--- src/rtl/btf_pkg.sv ---
// Shared types, constants and codes for the bank tagged trace filter.
// Used by every module in rtl/ except btf_ram; depends on nothing.
package btf_pkg;

  localparam int NUM_RANGES = 16;
  localparam int RIDX_W     = (NUM_RANGES > 1) ? $clog2(NUM_RANGES) : 1;
  localparam int RAM_AW     = RIDX_W + 1;
  localparam int RAM_DEPTH  = 2 ** RAM_AW;
  localparam int CNT_W      = $clog2(NUM_RANGES + 1);
  localparam int CFG_W      = 5;
  localparam int LIM_W      = (CNT_W > CFG_W) ? CNT_W : CFG_W;
  localparam int ENTRY_W    = 32;

  localparam logic [15:0] WIN_LO     = 16'h4000;
  localparam logic [15:0] WIN_HI     = 16'hC000;
  localparam int          BANK_SHIFT = 13;
  localparam logic [15:0] PC_RESET   = 16'hFFFF;

  typedef enum logic [2:0] {
    OP_BANK       = 3'd0,
    OP_FETCH      = 3'd1,
    OP_WRITE      = 3'd2,
    OP_LOAD_EXEC  = 3'd3,
    OP_LOAD_WATCH = 3'd4
  } op_t;

  typedef enum logic [1:0] {
    KIND_FETCH = 2'd0,
    KIND_WRITE = 2'd1,
    KIND_BANK  = 2'd2
  } kind_t;

  typedef enum logic [2:0] {
    CFG_TRACE_EN  = 3'd0,
    CFG_DEDUP_EN  = 3'd1,
    CFG_EXEC_CNT  = 3'd2,
    CFG_WATCH_CNT = 3'd3
  } cfg_idx_t;

  typedef enum logic [1:0] {
    ST_IDLE,
    ST_SCAN,
    ST_EMIT
  } state_t;

  typedef struct packed {
    logic accept;
    logic rd;
    logic emit;
  } btf_cmd_t;

  typedef struct packed {
    logic go_scan;
    logic go_emit;
    logic more;
    logic rd_pend;
    logic pass;
    logic out_free;
  } btf_stat_t;

endpackage

--- src/rtl/bank_tagged_trace_filter_top.sv ---
// Top level of the bank tagged trace filter: controller plus datapath.
// Depends on btf_pkg, btf_ctrl, btf_dp (and btf_ram through btf_dp).
//
// Usage:
//   Input channel in_* (valid/ready) carries CPU events: bank reports,
//   fetches, memory writes and range slot loads. Output channel out_*
//   (valid/ready) carries at most one trace record per input item.
//   cfg_we/cfg_index/cfg_wdata write one of the four control registers,
//   chosen by cfg_index; write them only while the filter is idle.
// Sequencing:
//   One item at a time. A range load, or an event dropped before any scan, ends with its accept.
//   A bank report goes from accept to the emit step. A fetch or write with n active ranges (n saturated at
//   NUM_RANGES) passes through these steps, the output load only when it emits:
//   accept, one range RAM read per cycle, one compare, one decide, one output load.
// Reset:
//   Synchronous, active low. Clears control registers but sets dedup enable,
//   clears range valid bits (unloaded slots read as zero), restores the bank
//   table to 0, 1, 2, 3 and the last emitted pc to none. No clearing pass.
// Stall:
//   A record waits in the output register; the next item is still taken,
//   and the filter holds in its emit step until the receiver takes the
//   previous record.
module bank_tagged_trace_filter_top
  import btf_pkg::*;
(
  input  logic             clk,
  input  logic             rst_n,
  input  logic             cfg_we,
  input  logic [2:0]       cfg_index,
  input  logic [CFG_W-1:0] cfg_wdata,
  input  logic             in_valid,
  output logic             in_ready,
  input  logic [2:0]       in_op,
  input  logic [15:0]      in_pc,
  input  logic [15:0]      in_addr,
  input  logic [7:0]       in_value,
  input  logic [1:0]       in_page,
  input  logic [7:0]       in_segment,
  input  logic [3:0]       in_slot,
  input  logic [15:0]      in_range_low,
  input  logic [15:0]      in_range_high,
  output logic             out_valid,
  input  logic             out_ready,
  output logic [1:0]       out_record_kind,
  output logic             out_segment_known,
  output logic [7:0]       out_record_segment,
  output logic [15:0]      out_record_pc,
  output logic [15:0]      out_record_addr,
  output logic [7:0]       out_record_value,
  output logic [1:0]       out_record_page
);

  btf_cmd_t  cmd;
  btf_stat_t st;

  btf_ctrl u_ctrl (
    .clk     (clk),
    .rst_n   (rst_n),
    .in_valid(in_valid),
    .in_ready(in_ready),
    .st      (st),
    .cmd     (cmd)
  );

  btf_dp u_dp (
    .clk               (clk),
    .rst_n             (rst_n),
    .cfg_we            (cfg_we),
    .cfg_index         (cfg_index),
    .cfg_wdata         (cfg_wdata),
    .in_op             (in_op),
    .in_pc             (in_pc),
    .in_addr           (in_addr),
    .in_value          (in_value),
    .in_page           (in_page),
    .in_segment        (in_segment),
    .in_slot           (in_slot),
    .in_range_low      (in_range_low),
    .in_range_high     (in_range_high),
    .cmd               (cmd),
    .st                (st),
    .out_ready         (out_ready),
    .out_valid         (out_valid),
    .out_record_kind   (out_record_kind),
    .out_segment_known (out_segment_known),
    .out_record_segment(out_record_segment),
    .out_record_pc     (out_record_pc),
    .out_record_addr   (out_record_addr),
    .out_record_value  (out_record_value),
    .out_record_page   (out_record_page)
  );

endmodule

--- src/rtl/btf_ram.sv ---
// Generic single write port RAM with registered read.
// No dependencies.
module btf_ram #(
  parameter int WIDTH = 32,
  parameter int DEPTH = 32
) (
  input  logic                     clk,
  input  logic                     we,
  input  logic [$clog2(DEPTH)-1:0] waddr,
  input  logic [WIDTH-1:0]         wdata,
  input  logic [$clog2(DEPTH)-1:0] raddr,
  output logic [WIDTH-1:0]         rdata
);

  logic [WIDTH-1:0] mem [DEPTH];

  always_ff @(posedge clk) begin
    if (we) begin
      mem[waddr] <= wdata;
    end
    rdata <= mem[raddr];
  end

endmodule

--- src/rtl/btf_ctrl.sv ---
// Controller state machine for the trace filter: accept, range scan, emit.
// Depends on btf_pkg; drives the datapath through btf_cmd_t.
module btf_ctrl
  import btf_pkg::*;
(
  input  logic      clk,
  input  logic      rst_n,
  input  logic      in_valid,
  output logic      in_ready,
  input  btf_stat_t st,
  output btf_cmd_t  cmd
);

  state_t state_r;
  state_t state_nxt;

  always_ff @(posedge clk) begin
    if (!rst_n) begin
      state_r <= ST_IDLE;
    end else begin
      state_r <= state_nxt;
    end
  end

  always_comb begin
    state_nxt = state_r;
    unique case (state_r)
      ST_IDLE: begin
        if (in_valid) begin
          if (st.go_scan) begin
            state_nxt = ST_SCAN;
          end else if (st.go_emit) begin
            state_nxt = ST_EMIT;
          end
        end
      end
      ST_SCAN: begin
        if (!st.more && !st.rd_pend) begin
          state_nxt = st.pass ? ST_EMIT : ST_IDLE;
        end
      end
      ST_EMIT: begin
        if (st.out_free) begin
          state_nxt = ST_IDLE;
        end
      end
      default: state_nxt = ST_IDLE;
    endcase
  end

  always_comb begin
    in_ready   = 1'b0;
    cmd.accept = 1'b0;
    cmd.rd     = 1'b0;
    cmd.emit   = 1'b0;
    unique case (state_r)
      ST_IDLE: begin
        in_ready   = 1'b1;
        cmd.accept = in_valid;
      end
      ST_SCAN: cmd.rd   = st.more;
      ST_EMIT: cmd.emit = st.out_free;
      default: in_ready = 1'b0;
    endcase
  end

  a_scan_ends: assert property (@(posedge clk) disable iff (!rst_n)
    (state_r == ST_SCAN && !st.more && !st.rd_pend) |=> (state_r != ST_SCAN))
    else $error("scan did not terminate");

  a_emit_idle: assert property (@(posedge clk) disable iff (!rst_n)
    cmd.emit |=> (state_r == ST_IDLE))
    else $error("emit not followed by idle");

endmodule

--- src/rtl/btf_dp.sv ---
// Datapath: config registers, bank table, range RAM with valid bits,
// scan compare, dedup and output register. Depends on btf_pkg and btf_ram.
module btf_dp
  import btf_pkg::*;
(
  input  logic             clk,
  input  logic             rst_n,
  input  logic             cfg_we,
  input  logic [2:0]       cfg_index,
  input  logic [CFG_W-1:0] cfg_wdata,
  input  logic [2:0]       in_op,
  input  logic [15:0]      in_pc,
  input  logic [15:0]      in_addr,
  input  logic [7:0]       in_value,
  input  logic [1:0]       in_page,
  input  logic [7:0]       in_segment,
  input  logic [3:0]       in_slot,
  input  logic [15:0]      in_range_low,
  input  logic [15:0]      in_range_high,
  input  btf_cmd_t         cmd,
  output btf_stat_t        st,
  input  logic             out_ready,
  output logic             out_valid,
  output logic [1:0]       out_record_kind,
  output logic             out_segment_known,
  output logic [7:0]       out_record_segment,
  output logic [15:0]      out_record_pc,
  output logic [15:0]      out_record_addr,
  output logic [7:0]       out_record_value,
  output logic [1:0]       out_record_page
);

  logic             trace_en_r;
  logic             dedup_en_r;
  logic [CFG_W-1:0] exec_cnt_r;
  logic [CFG_W-1:0] watch_cnt_r;

  logic [7:0]  bank_seg_r [4];
  logic [15:0] last_pc_r;
  logic        last_vld_r;

  logic [2:0]  op_r;
  logic [15:0] pc_r;
  logic [15:0] addr_r;
  logic [7:0]  value_r;
  logic [1:0]  page_r;
  logic [7:0]  segment_r;

  logic [CNT_W-1:0]   idx_r;
  logic               rd_pend_r;
  logic               hit_r;
  logic               ent_vld_r;
  logic [RAM_DEPTH-1:0] vld_r;

  logic               out_valid_r;
  logic [1:0]         kind_r;
  logic               known_r;
  logic [7:0]         rseg_r;
  logic [15:0]        rpc_r;
  logic [15:0]        raddr_r;
  logic [7:0]         rvalue_r;
  logic [1:0]         rpage_r;

  logic               ram_we;
  logic [RAM_AW-1:0]  ram_waddr;
  logic [RAM_AW-1:0]  ram_raddr;
  logic [ENTRY_W-1:0] ram_rdata;
  logic [ENTRY_W-1:0] entry;
  logic [15:0]        key;
  logic [CFG_W-1:0]   cnt;
  logic [LIM_W-1:0]   lim;
  logic               slot_ok;
  logic               known;
  logic [1:0]         bidx;
  logic               dup;

  always_ff @(posedge clk) begin
    if (!rst_n) begin
      trace_en_r  <= 1'b0;
      dedup_en_r  <= 1'b1;
      exec_cnt_r  <= '0;
      watch_cnt_r <= '0;
    end else if (cfg_we) begin
      case (cfg_index)
        CFG_TRACE_EN:  trace_en_r  <= cfg_wdata[0];
        CFG_DEDUP_EN:  dedup_en_r  <= cfg_wdata[0];
        CFG_EXEC_CNT:  exec_cnt_r  <= cfg_wdata;
        CFG_WATCH_CNT: watch_cnt_r <= cfg_wdata;
        default: ;
      endcase
    end
  end

  assign slot_ok   = LIM_W'(in_slot) < LIM_W'(NUM_RANGES);
  assign ram_we    = cmd.accept && slot_ok &&
                     (in_op == OP_LOAD_EXEC || in_op == OP_LOAD_WATCH);
  assign ram_waddr = {in_op == OP_LOAD_WATCH, RIDX_W'(in_slot)};
  assign ram_raddr = {op_r == OP_WRITE, idx_r[RIDX_W-1:0]};

  btf_ram #(
    .WIDTH(ENTRY_W),
    .DEPTH(RAM_DEPTH)
  ) u_ranges (
    .clk  (clk),
    .we   (ram_we),
    .waddr(ram_waddr),
    .wdata({in_range_high, in_range_low}),
    .raddr(ram_raddr),
    .rdata(ram_rdata)
  );

  always_ff @(posedge clk) begin
    if (!rst_n) begin
      vld_r <= '0;
    end else if (ram_we) begin
      vld_r[ram_waddr] <= 1'b1;
    end
  end

  always_ff @(posedge clk) begin
    if (!rst_n) begin
      bank_seg_r[0] <= 8'd0;
      bank_seg_r[1] <= 8'd1;
      bank_seg_r[2] <= 8'd2;
      bank_seg_r[3] <= 8'd3;
    end else if (cmd.accept && in_op == OP_BANK) begin
      bank_seg_r[in_page] <= in_segment;
    end
  end

  always_ff @(posedge clk) begin
    if (cmd.accept) begin
      op_r      <= in_op;
      pc_r      <= in_pc;
      addr_r    <= in_addr;
      value_r   <= in_value;
      page_r    <= in_page;
      segment_r <= in_segment;
    end
    ent_vld_r <= vld_r[ram_raddr];
  end

  assign cnt   = (op_r == OP_FETCH) ? exec_cnt_r : watch_cnt_r;
  assign lim   = (LIM_W'(cnt) > LIM_W'(NUM_RANGES)) ? LIM_W'(NUM_RANGES) : LIM_W'(cnt);
  assign entry = ent_vld_r ? ram_rdata : '0;
  assign key   = (op_r == OP_FETCH) ? pc_r : addr_r;

  always_ff @(posedge clk) begin
    if (!rst_n) begin
      idx_r     <= '0;
      rd_pend_r <= 1'b0;
      hit_r     <= 1'b0;
    end else begin
      rd_pend_r <= cmd.rd;
      if (cmd.accept) begin
        idx_r <= '0;
        hit_r <= 1'b0;
      end else begin
        if (cmd.rd) begin
          idx_r <= idx_r + 1'b1;
        end
        if (rd_pend_r && key >= entry[15:0] && key <= entry[31:16]) begin
          hit_r <= 1'b1;
        end
      end
    end
  end

  assign dup = (op_r == OP_FETCH) && dedup_en_r && last_vld_r && (pc_r == last_pc_r);

  assign st.go_scan  = trace_en_r &&
                       ((in_op == OP_FETCH && exec_cnt_r != '0) ||
                        (in_op == OP_WRITE && watch_cnt_r != '0));
  assign st.go_emit  = trace_en_r && (in_op == OP_BANK);
  assign st.more     = LIM_W'(idx_r) < lim;
  assign st.rd_pend  = rd_pend_r;
  assign st.pass     = hit_r && !dup;
  assign st.out_free = !out_valid_r || out_ready;

  assign known = (pc_r >= WIN_LO) && (pc_r < WIN_HI);
  assign bidx  = 2'((pc_r - WIN_LO) >> BANK_SHIFT);

  always_ff @(posedge clk) begin
    if (!rst_n) begin
      last_pc_r  <= PC_RESET;
      last_vld_r <= 1'b0;
    end else if (cmd.emit && op_r == OP_FETCH) begin
      last_pc_r  <= pc_r;
      last_vld_r <= 1'b1;
    end
  end

  always_ff @(posedge clk) begin
    if (!rst_n) begin
      out_valid_r <= 1'b0;
    end else if (cmd.emit) begin
      out_valid_r <= 1'b1;
    end else if (out_ready) begin
      out_valid_r <= 1'b0;
    end
  end

  always_ff @(posedge clk) begin
    if (cmd.emit) begin
      case (op_r)
        OP_BANK: begin
          kind_r   <= KIND_BANK;
          known_r  <= 1'b1;
          rseg_r   <= segment_r;
          rpc_r    <= '0;
          raddr_r  <= '0;
          rvalue_r <= '0;
          rpage_r  <= page_r;
        end
        OP_WRITE: begin
          kind_r   <= KIND_WRITE;
          known_r  <= known;
          rseg_r   <= known ? bank_seg_r[bidx] : 8'd0;
          rpc_r    <= pc_r;
          raddr_r  <= addr_r;
          rvalue_r <= value_r;
          rpage_r  <= '0;
        end
        default: begin
          kind_r   <= KIND_FETCH;
          known_r  <= known;
          rseg_r   <= known ? bank_seg_r[bidx] : 8'd0;
          rpc_r    <= pc_r;
          raddr_r  <= '0;
          rvalue_r <= '0;
          rpage_r  <= '0;
        end
      endcase
    end
  end

  assign out_valid          = out_valid_r;
  assign out_record_kind    = kind_r;
  assign out_segment_known  = known_r;
  assign out_record_segment = rseg_r;
  assign out_record_pc      = rpc_r;
  assign out_record_addr    = raddr_r;
  assign out_record_value   = rvalue_r;
  assign out_record_page    = rpage_r;

  a_last_pc: assert property (@(posedge clk) disable iff (!rst_n)
    (cmd.emit && op_r == OP_FETCH) |=> (last_vld_r && last_pc_r == $past(pc_r)))
    else $error("last pc not updated by fetch record");

  a_no_pend_accept: assert property (@(posedge clk) disable iff (!rst_n)
    cmd.accept |-> !rd_pend_r)
    else $error("item accepted with range read in flight");

  a_pend_src: assert property (@(posedge clk) disable iff (!rst_n)
    rd_pend_r |-> $past(cmd.rd))
    else $error("range compare without a read");

endmodule
--- config.mk ---
export PLATFORM = sky130hd
export DESIGN_NAME = bank_tagged_trace_filter_top
export DESIGN_NICKNAME = d
export VERILOG_FILES = /design/src/rtl/btf_pkg.sv /design/src/rtl/bank_tagged_trace_filter_top.sv /design/src/rtl/btf_ram.sv /design/src/rtl/btf_ctrl.sv /design/src/rtl/btf_dp.sv
export SDC_FILE = /design/constraint.sdc
export NUM_CORES = 1
export LEC_CHECK = 0
export ABC_AREA = 1
export BUFFER_PORTS_ARGS = -buffer_cell sky130_fd_sc_hd__buf_2
export CORE_MARGIN = 4
export CORE_UTILIZATION = 62
export DETAILED_ROUTE_END_ITERATION = 12
export PLACE_DENSITY_LB_ADDON = 0.25
export SLEW_MARGIN = 25
export SYNTH_ARGS = -nofsm -noshare
export SYNTH_HDL_FRONTEND = slang
export SYNTH_SLANG_ARGS = --single-unit
export TNS_END_PERCENT = 20
--- constraint.sdc ---
create_clock -name clk -period 5 [get_ports clk]
set_clock_uncertainty 0.15 [all_clocks]
set_input_delay 0.25 -clock clk [delete_from_list [all_inputs] [get_ports clk]]
set_output_delay 0.25 -clock clk [all_outputs]
set_load 0.01 [all_outputs]
# After elaboration in Yosys (flattened, before gate mapping)
# Memory sizes are Yosys's and may differ from the RTL's. A register that Yosys moved wholly into a read port is not among the register bits.
# Cells that the tools add are included.
# totals
register_bits,178
mem_bits_rw,1056
wordCells,127
n_memories,2
# memory_table
name,depth,width,read_ports,rd_ports_with_merged_regs,wr,line_no,rtl
u_dp.u_ranges.mem,32,32,1,1,1,btf_ram.sv:15,logic [WIDTH-1:0] mem [DEPTH];
u_dp.bank_seg_r,4,8,1,0,4,btf_dp.sv:38,logic [7:0] bank_seg_r [4];
# classes
n_addsub,2
n_lt_le_gt_ge,9
eq_ne,16
n_mux,33
bitwise,2
n_reduce_logical,37
# op_table
operator,n
32-bit two-way mux,1
32-bit OR,1
8-bit two-way mux,3
16-bit equality test,1
"16-bit by 15-bit >= comparator with 1-bit output, second input constant",1
16-bit >= comparator,1
16-bit <= comparator,1
1-bit logical AND,16
"16-bit less-than comparator, second input constant",1
16-bit two-way mux,1
"3-bit by 2-bit equality test with 1-bit output, second input constant",5
1-bit two-way mux,15
"15-bit subtractor, second input constant",1
2-bit two-way mux,7
"5-bit by 6-bit less-than comparator with 1-bit output, second input constant",2
5-bit two-way mux,2
5-bit nonzero test,2
"3-bit by 1-bit equality test with 1-bit output, second input constant",3
3-bit logical NOT,3
2-bit AND reduction,4
8-bit OR reduction,1
2-bit one-hot mux with 3 select lines,1
"5-bit by 1-bit adder with 5-bit output, second input constant",1
1-bit binary-select mux with 5-bit select,1
18 further kinds,24

# Logic depth before layout (Yosys ltp)
# depth
depth_word,9
ltp_mapped,19
depth_no_buf,18

# Modules after synthesis
# Synthesis repeated with hierarchy kept, for this count alone.
# unflattened
cells_unflattened,4520
hier_area_um2,51881.0
# modules_own_cells
mod,instances,cells_each,area_each_um2,seq_area_each_um2
btf_ram,1,3536,42405.7,31390.1
btf_dp,1,952,9302.7,5545.3
btf_ctrl,1,32,172.7,40.0

# Worst setup path after synthesis
# OpenSTA, ideal clock, no wires.
# synth_timing
path_kind,reg2reg
startpoint,reg u_ctrl.state_r[1]
endpoint,"mem u_dp.u_ranges.mem[0][0], enable pin"
setup_time_ps,423
arrival_time_ps,3722
t_required_ps,4427
slack_ps,706
path_stages_with_launch,8
n_path_buf,0
synth_period_minus_slack_ps,4294
path_cell_list,dfxtp_1 > nor2_2 > nand2_1 > inv_1 > nand2_1 > nor3_1 > inv_2 > nor2_1
# synth_rtl
element,line_no,rtl
start: declaration,btf_ctrl.sv:14,state_t state_r;
start signal: assignment,btf_ctrl.sv:21,state_r <= state_nxt;
end: declaration,btf_ram.sv:15,

# Final worst setup path
# layout_timing
startpoint,reg u_dp.op_r[2]
endpoint,reg u_ctrl.state_r[1]
# layout_via
elab_chain_cells,9
elab_cells_between_ends,17
# layout_rtl
element,line_no,rtl
start: declaration,btf_dp.sv:42,logic [2:0] op_r;
start signal: assignment,btf_dp.sv:133,op_r <= in_op;
3-bit by 1-bit equality test with 1-bit output (*),"btf_dp.sv:143, btf_dp.sv:169",
5-bit two-way mux / 1-bit logical AND (equally long branches),"btf_dp.sv:143, btf_dp.sv:169",
5-bit > comparator / 1-bit logical AND (equally long branches),"btf_dp.sv:144, btf_dp.sv:169",
5-bit two-way mux / 1-bit logical AND (equally long branches),"btf_dp.sv:144, btf_dp.sv:169",
5-bit less-than comparator / 1-bit logical NOT (equally long branches),"btf_dp.sv:175, btf_dp.sv:177",
1-bit logical NOT / 1-bit logical AND (equally long branches),"btf_ctrl.sv:38, btf_dp.sv:177",
1-bit logical AND / 2-bit two-way mux (equally long branches),"btf_ctrl.sv:38, btf_ctrl.sv:39",
2-bit by 1-bit != test with 1-bit output (no source line) / 2-bit two-way mux (equally long branches),n/a,
4-bit AND reduction (no source line) / 2-bit one-hot mux with 3 select lines (equally long branches),n/a,
# Every way passes the cells marked *; elsewhere a longest branch is shown, timed or not. The select of a mux whose other input is x is not followed.
# A chain may end at the register's enable or synchronous reset.

==> reports/summary.txt <==
largest area contributor in the netlist: edfxtp_1
clock buffer count from CTS: 130
Final Setup Violations: 0
vias in the first global route: 32.58k
GRT overflow: 0
slowest cell on the critical path: nand3_2
RR Endpoint: u_ctrl.state_r[1]
initial antenna violation count: 2
status: completed
Crit Path Max Fanout: 38
Buf/Inv on CP: 2
wire length per cell: 25.86 µm
CP arrival: 3890 ps
# DRC: 0
ant diodes: 0
Gate power share: 0.028
HPWL after detailed placement: 80,100 µm
drt via density: 6.393
Synth Instances: 3,924
total wire length: 136,900 µm
layout cells sized above 1: 0.1143
Levels on crit path: 17
worst reg2reg path depth: 17
Hold Path End: u_dp.u_ranges.mem[9][14]
worst hold stages: 1
Worst Hold Class: input pin to flop
via count: 33.85k
maximum VDD drop: 0.3559 mV
setup_tns: 0 ps
RR Startpoint: u_dp.op_r[2]
gpl congestion: 0.8864
Worst-path clk slew: 60 ps
worst path cell trace: inv_1 -> nand3_2 -> nand2_1 -> nand2_1 -> nor2_1 -> nand2_1 -> nand2_2 -> nand2_1 -> ha_1 -> nand2_1 -> inv_1 -> nand2_1 -> nand3_1 -> a31oi_1 -> nand2_2 -> nand3_1 -> a21oi_1
Critical Path Max Stage Delay: 550 ps
cell family with most CP delay: simple AND/OR/NAND/NOR gates
global-route wire length before repair: 203,000 µm
CTS tree: yes
Total Die Area: 84,940 µm²
Post-Layout Cell Count: 5,294
Die Wd: 291.4 µm
post-CTS sizing: 0
critical path capture point type: flop
pin count of the biggest net entering global routing: 192
# clock sinks: 1,266
Pwr per Cell Area: 379.6 nW/µm²
final hold vios: 0
flops & latches, synth: 1,266
synth unique cells: 39
Startpoint Class: flop
final setup margin: 1526 ps
area fraction of the dominant cell type after synthesis: 0.7005
Tmin final: 3474 ps
Yosys warnings: 0
Syn Nets: 4,063
Reg power frac: 0.535
Post-CTS Setup Bufs: 0
final worst path period share: 0.6948
Chip Height: 291.4 µm
crit path kind: flop to flop
Initial DRT Pass Iterations: 6
Final Max Slew Viols: 0
I/O pin cnt: 157
gr usage total: 0.3175
synthesis-to-layout area growth: 15.40%
post-synthesis sequential area ratio: 0.7423
pin slew with the least headroom to its limit: 1048 ps
cell mode on critical path: nand2_1
FILL cells: 5,031
Leakage: 19.82 nW
Slew HR: 0.2994
clk buf depth: 3
clk_lat worst skew: 730 ps
Initial Util: 0.6284
remaining antenna violation count after routing: 0
register-to-register setup slack: 1530 ps
core area: 79,260 µm²
total power: 0.02182 W
Max Cap Viol: 0
Switching Power: 0.004464 W
register area: 36,990 µm²
RSZ-0062 raised after global routing: false
drt initial violations: 4,724
ys flop type: edfxtp_1
Avg Synthesized Cell Area: 12.69 µm²
PortBufs: 156
Placed Instances: 4,955
synth top area cells: edfxtp_1 (70%), o21ai_0 (5.8%), nor2_1 (5.5%)
async set-reset flop share out of synthesis: 0
Final nets: 4,278
CTS root buf: clkbuf_16
Power Internal: 0.01736 W
Worst Path Required: 5410 ps
row cnt: 103
Clock power frac: 0.438
post-cts hold buffer count: 97
min-delay src: in_range_low[14]
Post-Syn Area: 49,810 µm²
CTS H-tree depth: 4
sw frac: 0.2046
post-place setup slack: 1651 ps
Max Clk Rate: 287.9 MHz
EDFF count, synth: 1,162
area of the multi-input gates: 11,320 µm²
state kept, by name (all words and copies together) (netlist names), 8 cells and up:
signal                   count
u_dp.u_ranges.mem         1024
u_dp.bank_seg_r             32
u_dp.u_ranges.rdata         32
u_dp.vld_r                  32
u_dp.addr_r                 16
u_dp.last_pc_r              16
u_dp.out_record_addr        16
u_dp.out_record_pc          16
u_dp.pc_r                   16
u_dp.out_record_segment      8
u_dp.out_record_value        8
u_dp.segment_r               8
u_dp.value_r                 8
cell families after synthesis:
group                    share of synthesized area
AO/OA/AOI/OAI                               0.1165
XOR/XNOR                                 0.0007035
adder cells (fa/ha/maj)                   0.009294
buffers and inverters                      0.03542
flip-flops                                  0.7423
AND/OR/NAND/NOR                            0.09578
worst reg2reg max path, stage by stage, from the launching register on:
cell and delay, ps:
edfxtp_1 380, inv_1 160, nand3_2 550, nand2_1 280, nand2_1 70, nor2_1 90
nand2_1 70, nand2_2 80, nand2_1 60, ha_1 260, nand2_1 80, inv_1 60
nand2_1 60, nand3_1 70, a31oi_1 470, nand2_2 260, nand3_1 130, a21oi_1 70
area by class of cell:
class	instances	area share
multi-input cells	2239	0.1970
well taps	1050	0.02286
inverters	175	0.01184
clock inverters	55	0.009317
clock buffers	182	0.06393
flip-flops and latches	1266	0.6435
repair buffers	327	0.05150
layer usage:
metal / GRT usage / vias to the layer above / wire length, µm
met2: 0.5045 / 2151 / 64910
met1: 0.4309 / 16560 / 50020
met5: 0 / - / 0
met3: 0.06851 / 333 / 15710
li1: - / 14803 / -
met4: 0.1362 / 0 / 6253
cell usage after synthesis, types with 8 or more instances:
library cell,count
buf_1,8
nand2_1,284
o21ai_1,67
inv_1,164
nor3_1,19
buf_6,12
o221ai_1,107
a21oi_1,46
nand4_1,40
edfxtp_1,1162
o22ai_1,158
nand3_1,102
clkbuf_1,159
o21a_1,8
o211ai_2,10
nor2_1,735
o21ai_0,578
buf_2,57
dfxtp_1,104
o211ai_1,21
ha_1,37
inv_2,8
power groups by stage:
stage	registers, W	clock network, W	logic, W
floorplan	0.0119	0	0.000210
global placement	0.0119	0	0.000511
detailed placement	0.0119	0	0.000526
CTS	0.0117	0.00958	0.000589
global route	0.0117	0.0101	0.000652
finish	0.0117	0.00955	0.000602
metrics by stage:
step                      instance area, µm²  utilization  hold WS (ps)
after global placement                 51510       0.6499         277.6
final                                  57480       0.7252         21.02
after CTS                              57350       0.7235         2.766
after global routing                   57480       0.7252         19.16
after floorplan                        49810            -         198.9
after detailed placement               52170       0.6582         278.1
worst max path at each step:
stage / from / endpoint / slack [ps]
floorplan: u_ctrl.state_r[1] / u_dp.u_ranges.mem[0][0] / 710
finish: u_dp.op_r[2] / u_ctrl.state_r[1] / 1530
CTS: u_dp.op_r[2] / u_ctrl.state_r[1] / 1630
global route: u_dp.op_r[2] / u_ctrl.state_r[1] / 1170
detailed placement: u_dp.op_r[2] / u_ctrl.state_r[1] / 1650
global placement: u_dp.op_r[2] / u_ctrl.state_r[1] / 1660
cells in the final DEF (no fill, tap or decap), types with 67 or more instances in the layout:
cell type	n
dlygate4sd3_1	97
buf_2	156
o22ai_1	158
clkbuf_16	135
dfxtp_1	100
nor2_1	701
o21ai_0	578
o221ai_1	107
edfxtp_1	1162
nand3_1	102
o21ai_1	67
inv_1	160
nand2_1	284
(Power assumes the default switching activity.)
